**config.mk**
```make
export PLATFORM = sky130hd
export DESIGN_NAME = hid_report_bit_length_parser_top
export DESIGN_NICKNAME = d
export VERILOG_FILES = /design/src/rtl/core/hidrbl_pkg.sv /design/src/rtl/core/hidrbl_parser.sv /design/src/rtl/core/hid_report_bit_length_parser_top.sv
export SDC_FILE = /design/constraint.sdc
export NUM_CORES = 2
export LEC_CHECK = 0
export BUFFER_PORTS_ARGS = -buffer_cell sky130_fd_sc_hd__buf_2
export CAP_MARGIN = 15
export CORE_MARGIN = 2
export CORE_UTILIZATION = 65
export DETAILED_ROUTE_END_ITERATION = 7
export PLACE_DENSITY_LB_ADDON = 0.12
export SLEW_MARGIN = 20
export SYNTH_ARGS = -nofsm -noshare
export SYNTH_HDL_FRONTEND = slang
export SYNTH_SLANG_ARGS = --single-unit
```
**constraint.sdc**
```tcl
create_clock -name aclk -period 20.3 [get_ports aclk]
set_input_delay 5.075 -clock aclk [delete_from_list [all_inputs] [get_ports aclk]]
set_output_delay 5.075 -clock aclk [all_outputs]
set_load 0.02 [all_outputs]
```
**src/rtl/core/hidrbl_pkg.sv**
```systemverilog
`timescale 1ns / 1ps

package hidrbl_pkg;

    // Field and storage widths.
    localparam int BYTE_W    = 8;
    localparam int TOTAL_W   = 32;
    localparam int TAG_W     = 4;
    localparam int REM_W     = 8;
    localparam int IDX_W     = 2;
    localparam int CFG_IDX_W = 2;

    // Configuration register indexes.
    localparam logic [CFG_IDX_W-1:0] CFG_IDX_REPORT_ID = 2'd0;
    localparam logic [CFG_IDX_W-1:0] CFG_IDX_MAIN_TAG  = 2'd1;

    // Reset values of the configuration registers.
    localparam logic [BYTE_W-1:0] RESET_REPORT_ID = 8'd0;
    localparam logic [TAG_W-1:0]  RESET_MAIN_TAG  = 4'd8;

    // Item prefix decoding.
    localparam logic [BYTE_W-1:0] LONG_PREFIX      = 8'hFE;
    localparam logic [1:0]        SIZE_CODE_FOUR   = 2'd3;
    localparam logic [1:0]        TYPE_MAIN        = 2'd0;
    localparam logic [1:0]        TYPE_GLOBAL      = 2'd1;
    localparam logic [TAG_W-1:0]  TAG_REPORT_SIZE  = 4'd7;
    localparam logic [TAG_W-1:0]  TAG_REPORT_ID    = 4'd8;
    localparam logic [TAG_W-1:0]  TAG_REPORT_COUNT = 4'd9;

    typedef enum logic [3:0] {
        PH_PREFIX    = 4'b0001,
        PH_SHORT     = 4'b0010,
        PH_LONG_HDR  = 4'b0100,
        PH_LONG_SKIP = 4'b1000
    } phase_t;

    // What the parser hands to the accumulate stage for one word.
    typedef struct packed {
        logic               add;
        logic               last;
        logic               trunc;
        logic [TOTAL_W-1:0] product;
    } stage_t;

endpackage

```
**src/rtl/core/hidrbl_parser.sv**
```systemverilog
`timescale 1ns / 1ps

module hidrbl_parser
    import hidrbl_pkg::*;
(
    input  logic              aclk,
    input  logic              aresetn,
    input  logic              load,
    input  logic [BYTE_W-1:0] desc_byte,
    input  logic              last_byte,
    input  logic [BYTE_W-1:0] target_report_id,
    input  logic [TAG_W-1:0]  target_main_tag,
    output stage_t            stage
);

    phase_t              phase_reg, phase_next;
    logic [REM_W-1:0]    rem_reg, rem_next, rem_dec;
    logic [BYTE_W-1:0]   prefix_reg, prefix_next;
    logic [TOTAL_W-1:0]  value_reg, value_next, value_or;
    logic [IDX_W-1:0]    idx_reg, idx_next;
    logic [TOTAL_W-1:0]  size_reg, size_next;
    logic [TOTAL_W-1:0]  count_reg, count_next;
    logic [BYTE_W-1:0]   id_reg, id_next;
    logic                finish;
    logic [BYTE_W-1:0]   fin_prefix;
    logic [TOTAL_W-1:0]  fin_value;
    logic [1:0]          fin_kind;
    logic [TAG_W-1:0]    fin_tag;
    logic [2:0]          short_len;
    logic                add;

    always_comb begin
        phase_next  = phase_reg;
        rem_next    = rem_reg;
        prefix_next = prefix_reg;
        value_next  = value_reg;
        idx_next    = idx_reg;
        size_next   = size_reg;
        count_next  = count_reg;
        id_next     = id_reg;
        finish      = 1'b0;
        fin_prefix  = prefix_reg;
        fin_value   = value_reg;
        rem_dec     = (rem_reg != '0) ? rem_reg - 1'b1 : rem_reg;
        value_or    = value_reg
                    | ({{(TOTAL_W-BYTE_W){1'b0}}, desc_byte} << {idx_reg, 3'b000});
        short_len   = (desc_byte[1:0] == SIZE_CODE_FOUR) ? 3'd4 : {1'b0, desc_byte[1:0]};
        add         = 1'b0;

        case (phase_reg)
            PH_PREFIX: begin
                if (desc_byte == LONG_PREFIX) begin
                    phase_next = PH_LONG_HDR;
                    idx_next   = '0;
                end else begin
                    prefix_next = desc_byte;
                    value_next  = '0;
                    idx_next    = '0;
                    if (short_len == 3'd0) begin
                        finish     = 1'b1;
                        fin_prefix = desc_byte;
                        fin_value  = '0;
                    end else begin
                        rem_next   = {{(REM_W-3){1'b0}}, short_len};
                        phase_next = PH_SHORT;
                    end
                end
            end
            PH_SHORT: begin
                value_next = value_or;
                idx_next   = idx_reg + 1'b1;
                rem_next   = rem_dec;
                if (rem_dec == '0) begin
                    finish    = 1'b1;
                    fin_value = value_or;
                end
            end
            PH_LONG_HDR: begin
                if (idx_reg == '0) begin
                    rem_next = desc_byte;
                    idx_next = {{(IDX_W-1){1'b0}}, 1'b1};
                end else begin
                    idx_next   = '0;
                    phase_next = (rem_reg == '0) ? PH_PREFIX : PH_LONG_SKIP;
                end
            end
            PH_LONG_SKIP: begin
                rem_next = rem_dec;
                if (rem_dec == '0) begin
                    phase_next = PH_PREFIX;
                end
            end
            default: begin
                phase_next = PH_PREFIX;
            end
        endcase

        fin_kind = fin_prefix[3:2];
        fin_tag  = fin_prefix[7:4];
        if (finish) begin
            phase_next = PH_PREFIX;
            if (fin_kind == TYPE_GLOBAL && fin_tag == TAG_REPORT_SIZE) begin
                size_next = fin_value;
            end else if (fin_kind == TYPE_GLOBAL && fin_tag == TAG_REPORT_ID) begin
                id_next = fin_value[BYTE_W-1:0];
            end else if (fin_kind == TYPE_GLOBAL && fin_tag == TAG_REPORT_COUNT) begin
                count_next = fin_value;
            end else if (fin_kind == TYPE_MAIN && fin_tag == target_main_tag &&
                         id_reg == target_report_id) begin
                add = 1'b1;
            end
        end
    end

    // The product uses the globals as they stand before this word, which a
    // main item never changes; the sum wraps, so only the low half is kept.
    assign stage.add     = add;
    assign stage.last    = last_byte;
    assign stage.trunc   = (phase_next == PH_SHORT) || (phase_next == PH_LONG_HDR);
    assign stage.product = size_reg * count_reg;

    always_ff @(posedge aclk) begin
        if (!aresetn || (load && last_byte)) begin
            phase_reg  <= PH_PREFIX;
            rem_reg    <= '0;
            prefix_reg <= '0;
            value_reg  <= '0;
            idx_reg    <= '0;
            size_reg   <= '0;
            count_reg  <= '0;
            id_reg     <= '0;
        end else if (load) begin
            phase_reg  <= phase_next;
            rem_reg    <= rem_next;
            prefix_reg <= prefix_next;
            value_reg  <= value_next;
            idx_reg    <= idx_next;
            size_reg   <= size_next;
            count_reg  <= count_next;
            id_reg     <= id_next;
        end
    end

endmodule

```
**src/rtl/core/hid_report_bit_length_parser_top.sv**
```systemverilog
`timescale 1ns / 1ps

// HID report bit-length parser.
//
// The s_ channel carries one report descriptor byte per word, with
// s_final_byte marking the last byte of a descriptor. The m_ channel
// returns one word per descriptor: the wrapped sum of Report Size times
// Report Count over every main item of the configured tag seen under the
// configured Report ID, or zero with m_truncated set when the descriptor
// ended inside a short item's data or a long item's header.
// Configuration is written through cfg_we, cfg_index and cfg_wdata while
// the block is idle; index 0 selects the Report ID, index 1 the main tag.
//
// A byte is accepted every cycle unless s_ready is held low as below. The
// accepting edge for a final byte loads the parse stage (decode, global
// update, size-by-count multiply); the output register is then loaded
// from the accumulator stage, which owns the running total.
// While the receiver stalls, non-final bytes keep flowing; only a final
// byte that reaches the accumulator with the output register still full
// holds s_ready low. Reset clears the parse state, the running total
// and the output valid, and restores the configuration defaults; after
// each final byte the parse state and total return to their reset values.

module hid_report_bit_length_parser_top
    import hidrbl_pkg::*;
(
    input  logic                 aclk,
    input  logic                 aresetn,
    input  logic                 s_valid,
    output logic                 s_ready,
    input  logic [BYTE_W-1:0]    s_descriptor_byte,
    input  logic                 s_final_byte,
    output logic                 m_valid,
    input  logic                 m_ready,
    output logic [TOTAL_W-1:0]   m_report_bit_total,
    output logic                 m_truncated,
    input  logic                 cfg_we,
    input  logic [CFG_IDX_W-1:0] cfg_index,
    input  logic [BYTE_W-1:0]    cfg_wdata
);

    logic [BYTE_W-1:0]  target_id_reg;
    logic [TAG_W-1:0]   target_tag_reg;
    stage_t             parse_out;
    stage_t             p_reg;
    logic               p_valid_reg;
    logic               p_take;
    logic               s_accept;
    logic [TOTAL_W-1:0] acc_reg;
    logic [TOTAL_W-1:0] acc_sum;
    logic               m_valid_reg;
    logic [TOTAL_W-1:0] m_total_reg;
    logic               m_trunc_reg;

    // Configuration registers; writes to unused indexes fall away.
    always_ff @(posedge aclk) begin
        if (!aresetn) begin
            target_id_reg  <= RESET_REPORT_ID;
            target_tag_reg <= RESET_MAIN_TAG;
        end else if (cfg_we) begin
            case (cfg_index)
                CFG_IDX_REPORT_ID: target_id_reg  <= cfg_wdata;
                CFG_IDX_MAIN_TAG:  target_tag_reg <= cfg_wdata[TAG_W-1:0];
                default: ;
            endcase
        end
    end

    // The parse stage always moves when the accumulator takes its word. A
    // non-final word is always taken; a final one waits for the output
    // register to be free or draining.
    assign p_take   = p_valid_reg && (!p_reg.last || !m_valid_reg || m_ready);
    assign s_ready  = !p_valid_reg || p_take;
    assign s_accept = s_valid && s_ready;

    hidrbl_parser u_parser (
        .aclk             (aclk),
        .aresetn          (aresetn),
        .load             (s_accept),
        .desc_byte        (s_descriptor_byte),
        .last_byte        (s_final_byte),
        .target_report_id (target_id_reg),
        .target_main_tag  (target_tag_reg),
        .stage            (parse_out)
    );

    always_ff @(posedge aclk) begin
        if (!aresetn) begin
            p_valid_reg <= 1'b0;
        end else if (s_accept) begin
            p_valid_reg <= 1'b1;
        end else if (p_take) begin
            p_valid_reg <= 1'b0;
        end
    end

    always_ff @(posedge aclk) begin
        if (s_accept) begin
            p_reg <= parse_out;
        end
    end

    // Accumulator stage: adds the registered product when the item matched.
    assign acc_sum = acc_reg + (p_reg.add ? p_reg.product : {TOTAL_W{1'b0}});

    always_ff @(posedge aclk) begin
        if (!aresetn) begin
            acc_reg <= '0;
        end else if (p_take) begin
            acc_reg <= p_reg.last ? {TOTAL_W{1'b0}} : acc_sum;
        end
    end

    always_ff @(posedge aclk) begin
        if (!aresetn) begin
            m_valid_reg <= 1'b0;
        end else if (p_take && p_reg.last) begin
            m_valid_reg <= 1'b1;
        end else if (m_ready) begin
            m_valid_reg <= 1'b0;
        end
    end

    always_ff @(posedge aclk) begin
        if (p_take && p_reg.last) begin
            m_total_reg <= p_reg.trunc ? {TOTAL_W{1'b0}} : acc_sum;
            m_trunc_reg <= p_reg.trunc;
        end
    end

    assign m_valid            = m_valid_reg;
    assign m_report_bit_total = m_total_reg;
    assign m_truncated        = m_trunc_reg;

    // A truncated descriptor always reports a zero total.
    assert property (@(posedge aclk) disable iff (!aresetn)
        (m_valid && m_truncated) |-> (m_report_bit_total == '0))
        else $error("truncated result carries a nonzero total");

    // A final byte blocked at a full output register must stall the input.
    assert property (@(posedge aclk) disable iff (!aresetn)
        (p_valid_reg && p_reg.last && m_valid_reg && !m_ready) |-> !s_ready)
        else $error("input accepted while a final byte is blocked");

    // The running total starts from zero after every descriptor.
    assert property (@(posedge aclk) disable iff (!aresetn)
        (p_take && p_reg.last) |=> (acc_reg == '0))
        else $error("accumulator not cleared after a final byte");

    // A new result appears only when a final byte left the parse stage.
    assert property (@(posedge aclk) disable iff (!aresetn)
        $rose(m_valid_reg) |-> $past(p_take && p_reg.last))
        else $error("result word without a final byte");

endmodule

```
==> run_results.csv <==
group,metric,value,unit
outcome,outcome,"finished, final reports clean",
worst_setup_path,reg2reg_slack,12.35,ns
logic_synthesis,ys_seq_area_share,20.2,%
power_and_ir_drop,power_report.internal_total,0.000824,W
finish,final_design_area_no_fill,28400,sq um
logic_synthesis,synth.avg_cell_area,9.12,sq um
worst_setup_path,critical-path-max-stage-delay,0.20,ns
worst_setup_path,timing.rr.end,"p_reg[29]",
power_and_ir_drop,leakagePower,12.6,nW
timing,final_slew_viol_count,0,
routing,drc,0,
flow_run,max-cap-violations,0,
die,dieHeight,207,um
worst_setup_path,critical_path_arrival,5.69,ns
worst_hold_path,min_path_type,"flip-flop to flip-flop",
finish,largest_reg_flops,35,
power_and_ir_drop,p_sw_share,22.6,%
timing,fin_skew,0.00666,ns
logic_synthesis,synthesis.nets,3540,
logic_synthesis,post_synth_instance_area,26900,sq um
worst_setup_path,worst-endpoint-required,15.23,ns
worst_setup_path,worstSetupPathType,"primary input to output port",
global_route,grt_overflow_total,0,
placement,placedCellCount,3409,
die,initial_utilization,65.9,%
worst_hold_path,worstHoldStart,"u_parser.size_reg[31]",
logic_synthesis,netlist.area_leader.share,30.4,%
power_and_ir_drop,power.sequential.fraction,47.3,%
clocking,holdBufCountCts,0,
routing,detailedRoute.firstPassIterationCount,7,
routing,vias,20300,
logic_synthesis,synth_enable_flop_cells,68,
worst_setup_path,cpMostUsedCell,"buf_2",
clocking,worstSkewPairLatency,0.53,ns
routing,met3_length,4980,um
timing,setup_viol,0,
logic_synthesis,netlist_top_cells_count,"427 x inv_1, 409 x fa_1, 352 x nand2_1",
routing,routed_wirelength,65900,um
worst_hold_path,timing.hold.worst_path_depth,2,
routing,dr.max_layer_used,"met4",
logic_synthesis,async_flop_share,0,%
timing,post-route-min-period,10.76,ns
clocking,htree_num_levels,1,
finish,layout-drive-gt1-share,5.75,%
logic_synthesis,synth_top_cells_by_area,"fa_1 30%, dfxtp_1 13%, and2_1 7.8%",
worst_setup_path,critical_path.slowest_cell,"buf_2",
routing,route.antenna.remaining_nets,0,
global_route,gr-usage-all-layers,31.6,%
power_and_ir_drop,power.switching,0.000240,W
placement,port_buffer_count,58,
finish,area_growth_syn_to_layout,5.39,%
finish,postLayoutCoreUtil,69.4,%
die,floorplan.rows,74,
routing,via_per_inst,5.88,
clocking,post_cts_resized,0,
placement,pre_cts_slack,9.54,ns
logic_synthesis,synthesis.instances,2951,
die,core_area,40800,sq um
timing,timing.max_slew.rel_slack,23.8,%
logic_synthesis,post_synthesis_register_bit_count,238,
timing,finalWorstSetupSlack,9.54,ns
clocking,post_cts.repair.setup_buffers,0,
worst_setup_path,rr_startpoint,"u_parser.size_reg[4]",
timing,fmax,92.9,MHz
worst_setup_path,critical_path.startpoint_type,"primary input",
clocking,cts_tree,"built",
timing,worst-slew-pin-transition,1.14,ns
logic_synthesis,synth_top_cell_by_area,"fa_1",
global_route,grt_max_degree,83,
clocking,cts_sinks,238,
placement,dpl_wire_length,49100,um
worst_setup_path,worst_path_cell_trace,"buf_2 -> nor2b_1 -> nand3_1 -> buf_2",
logic_synthesis,yosysUniqueCellTypes,88,
logic_synthesis,yosys_warnings,0,
clocking,clock_slew_seen_by_the_registers_of_the_worst_setup_and_hold_paths,0.06,ns
finish,layout.nets,3492,
clocking,buffers_from_clock_root_to_sink_at_most,3,
worst_setup_path,cells_on_worst_reg2reg_path,24,
routing,routedWlPerCell,19.1,um
timing,final_period_utilization,53.0,%
power_and_ir_drop,irDropWorstVdd,57.5,uV
clocking,number_of_buffers_created_by_cts,24,
routing,detail_route.wirelength.met1,26900,um
timing,setup-tns-final,0,ns
worst_hold_path,hold_end,"u_parser.size_reg[31]",
placement,place_area,27500,sq um
global_route,grt_pass1_wl,109000,um
die,die_area,43000,sq um
worst_setup_path,critical_path.max_fanout,3,
worst_setup_path,endpoint_kind,"output port",
routing,met2RoutedLength,32000,um
power_and_ir_drop,p_per_area,37.5,nW/um^2
die,io-pin-count,59,
clocking,ctsRootBufferMaster,"clkbuf_16",
worst_setup_path,setup.worst_path.start,"m_ready",
logic_synthesis,synthFlopType,"dfxtp_1",
power_and_ir_drop,pwr-share-clk,45.9,%
die,die_width,207,um
placement,routabilityCongestion,0.904,
global_route,grt_antenna_before_repair,0,
finish,instances_no_fill,3455,
routing,detail_route.iter0.violations,1401,
global_route,vias_in_the_first_global_route,21100,
logic_synthesis,synth_most_common_cell,"inv_1",
timing,rsz_0062_raised_after_global_routing,"no",
power_and_ir_drop,comb_power_share,6.8,%
timing,timing.final.hold_violations,0,
-- cells by family (layout without fill, tap and decap cells) --
group / Yosys count / after routing / synth area share, %
AND/OR/NAND/NOR: 1022 / 1022 / 19.3
buffers and inverters: 596 / 566 / 8.48
adder cells (fa/ha/maj): 565 / 565 / 37.7
AO/OA/AOI/OAI: 377 / 377 / 9.08
flip-flops: 238 / 238 / 20.2
XOR/XNOR: 128 / 128 / 4.17
multiplexers: 25 / 25 / 1.04
other: 0 / 2 / 0
-- how the worst max path moves through the flow --
stage	cells after the start	to	slack [ns]
4_1_cts	4	s_ready	9.54
5_1_grt	4	s_ready	9.43
3_3_place_gp	4	s_ready	9.54
6_report	4	s_ready	9.54
3_5_place_dp	4	s_ready	9.54
2_1_floorplan	2	s_ready	9.76
-- layout make-up --
class	count	area, sq um
Inverter	429	1610
Clock inverter	9	180
Timing Repair Buffer	93	553
Sequential cell	238	5450
Multi-Input combinational cell	2117	19200
Tap cell	532	666
Antenna cell	2	5.00
Fill cell	3254	12500
Clock buffer	35	702
-- cells in the final DEF, fill, tap and decap left out, types with 9 or more instances in the layout --
master     instances
inv_1            427
fa_1             409
nand2_1          352
and2_1           336
dfxtp_1          166
ha_1             156
nor2_1           121
a21oi_1          100
xnor2_1           92
o21ai_0           74
edfxtp_1          68
buf_2             58
nand3_1           54
nor2b_1           43
xor2_1            36
buf_4             35
a22oi_1           34
a21o_1            32
nor3_1            26
a211oi_1          24
clkbuf_16         24
mux2i_1           22
and3_1            20
o21ai_1           19
a22o_1            16
o21bai_1          11
or3_1             10
o21a_1             9
-- per-stage QoR --
step / hold WS, ns / power (W)
5_1_grt: 0.491 / 0.00110
3_5_place_dp: 0.451 / 0.000585
6_report: 0.459 / 0.00106
3_3_place_gp: 0.446 / 0.000582
4_1_cts: 0.462 / 0.00107
2_1_floorplan: 0.436 / 0.000565
-- layer usage --
layer / track usage [%] / up-vias
li1: - / 9188
met1: 42.7 / 10200
met2: 52.4 / 777
met3: 5.33 / 126
met4: 10.0 / 0
met5: 0 / -
-- power groups by stage --
| stage | clock [W] | sequential (W) | combinational [W] |
|---|---|---|---|
| after floorplan | 0 | 0.000513 | 0.0000523 |
| after global placement | 0 | 0.000513 | 0.0000692 |
| after detailed placement | 0 | 0.000513 | 0.0000711 |
| after CTS | 0.000496 | 0.000503 | 0.0000716 |
| after global routing | 0.000514 | 0.000504 | 0.0000794 |
| final | 0.000489 | 0.000503 | 0.0000720 |
-- critical path, delay by kind of cell --
family	cells	cell delay, ns
and+or+nand+nor	2	0.32
buffers and inverters	2	0.30
(Power assumes the default switching activity.)
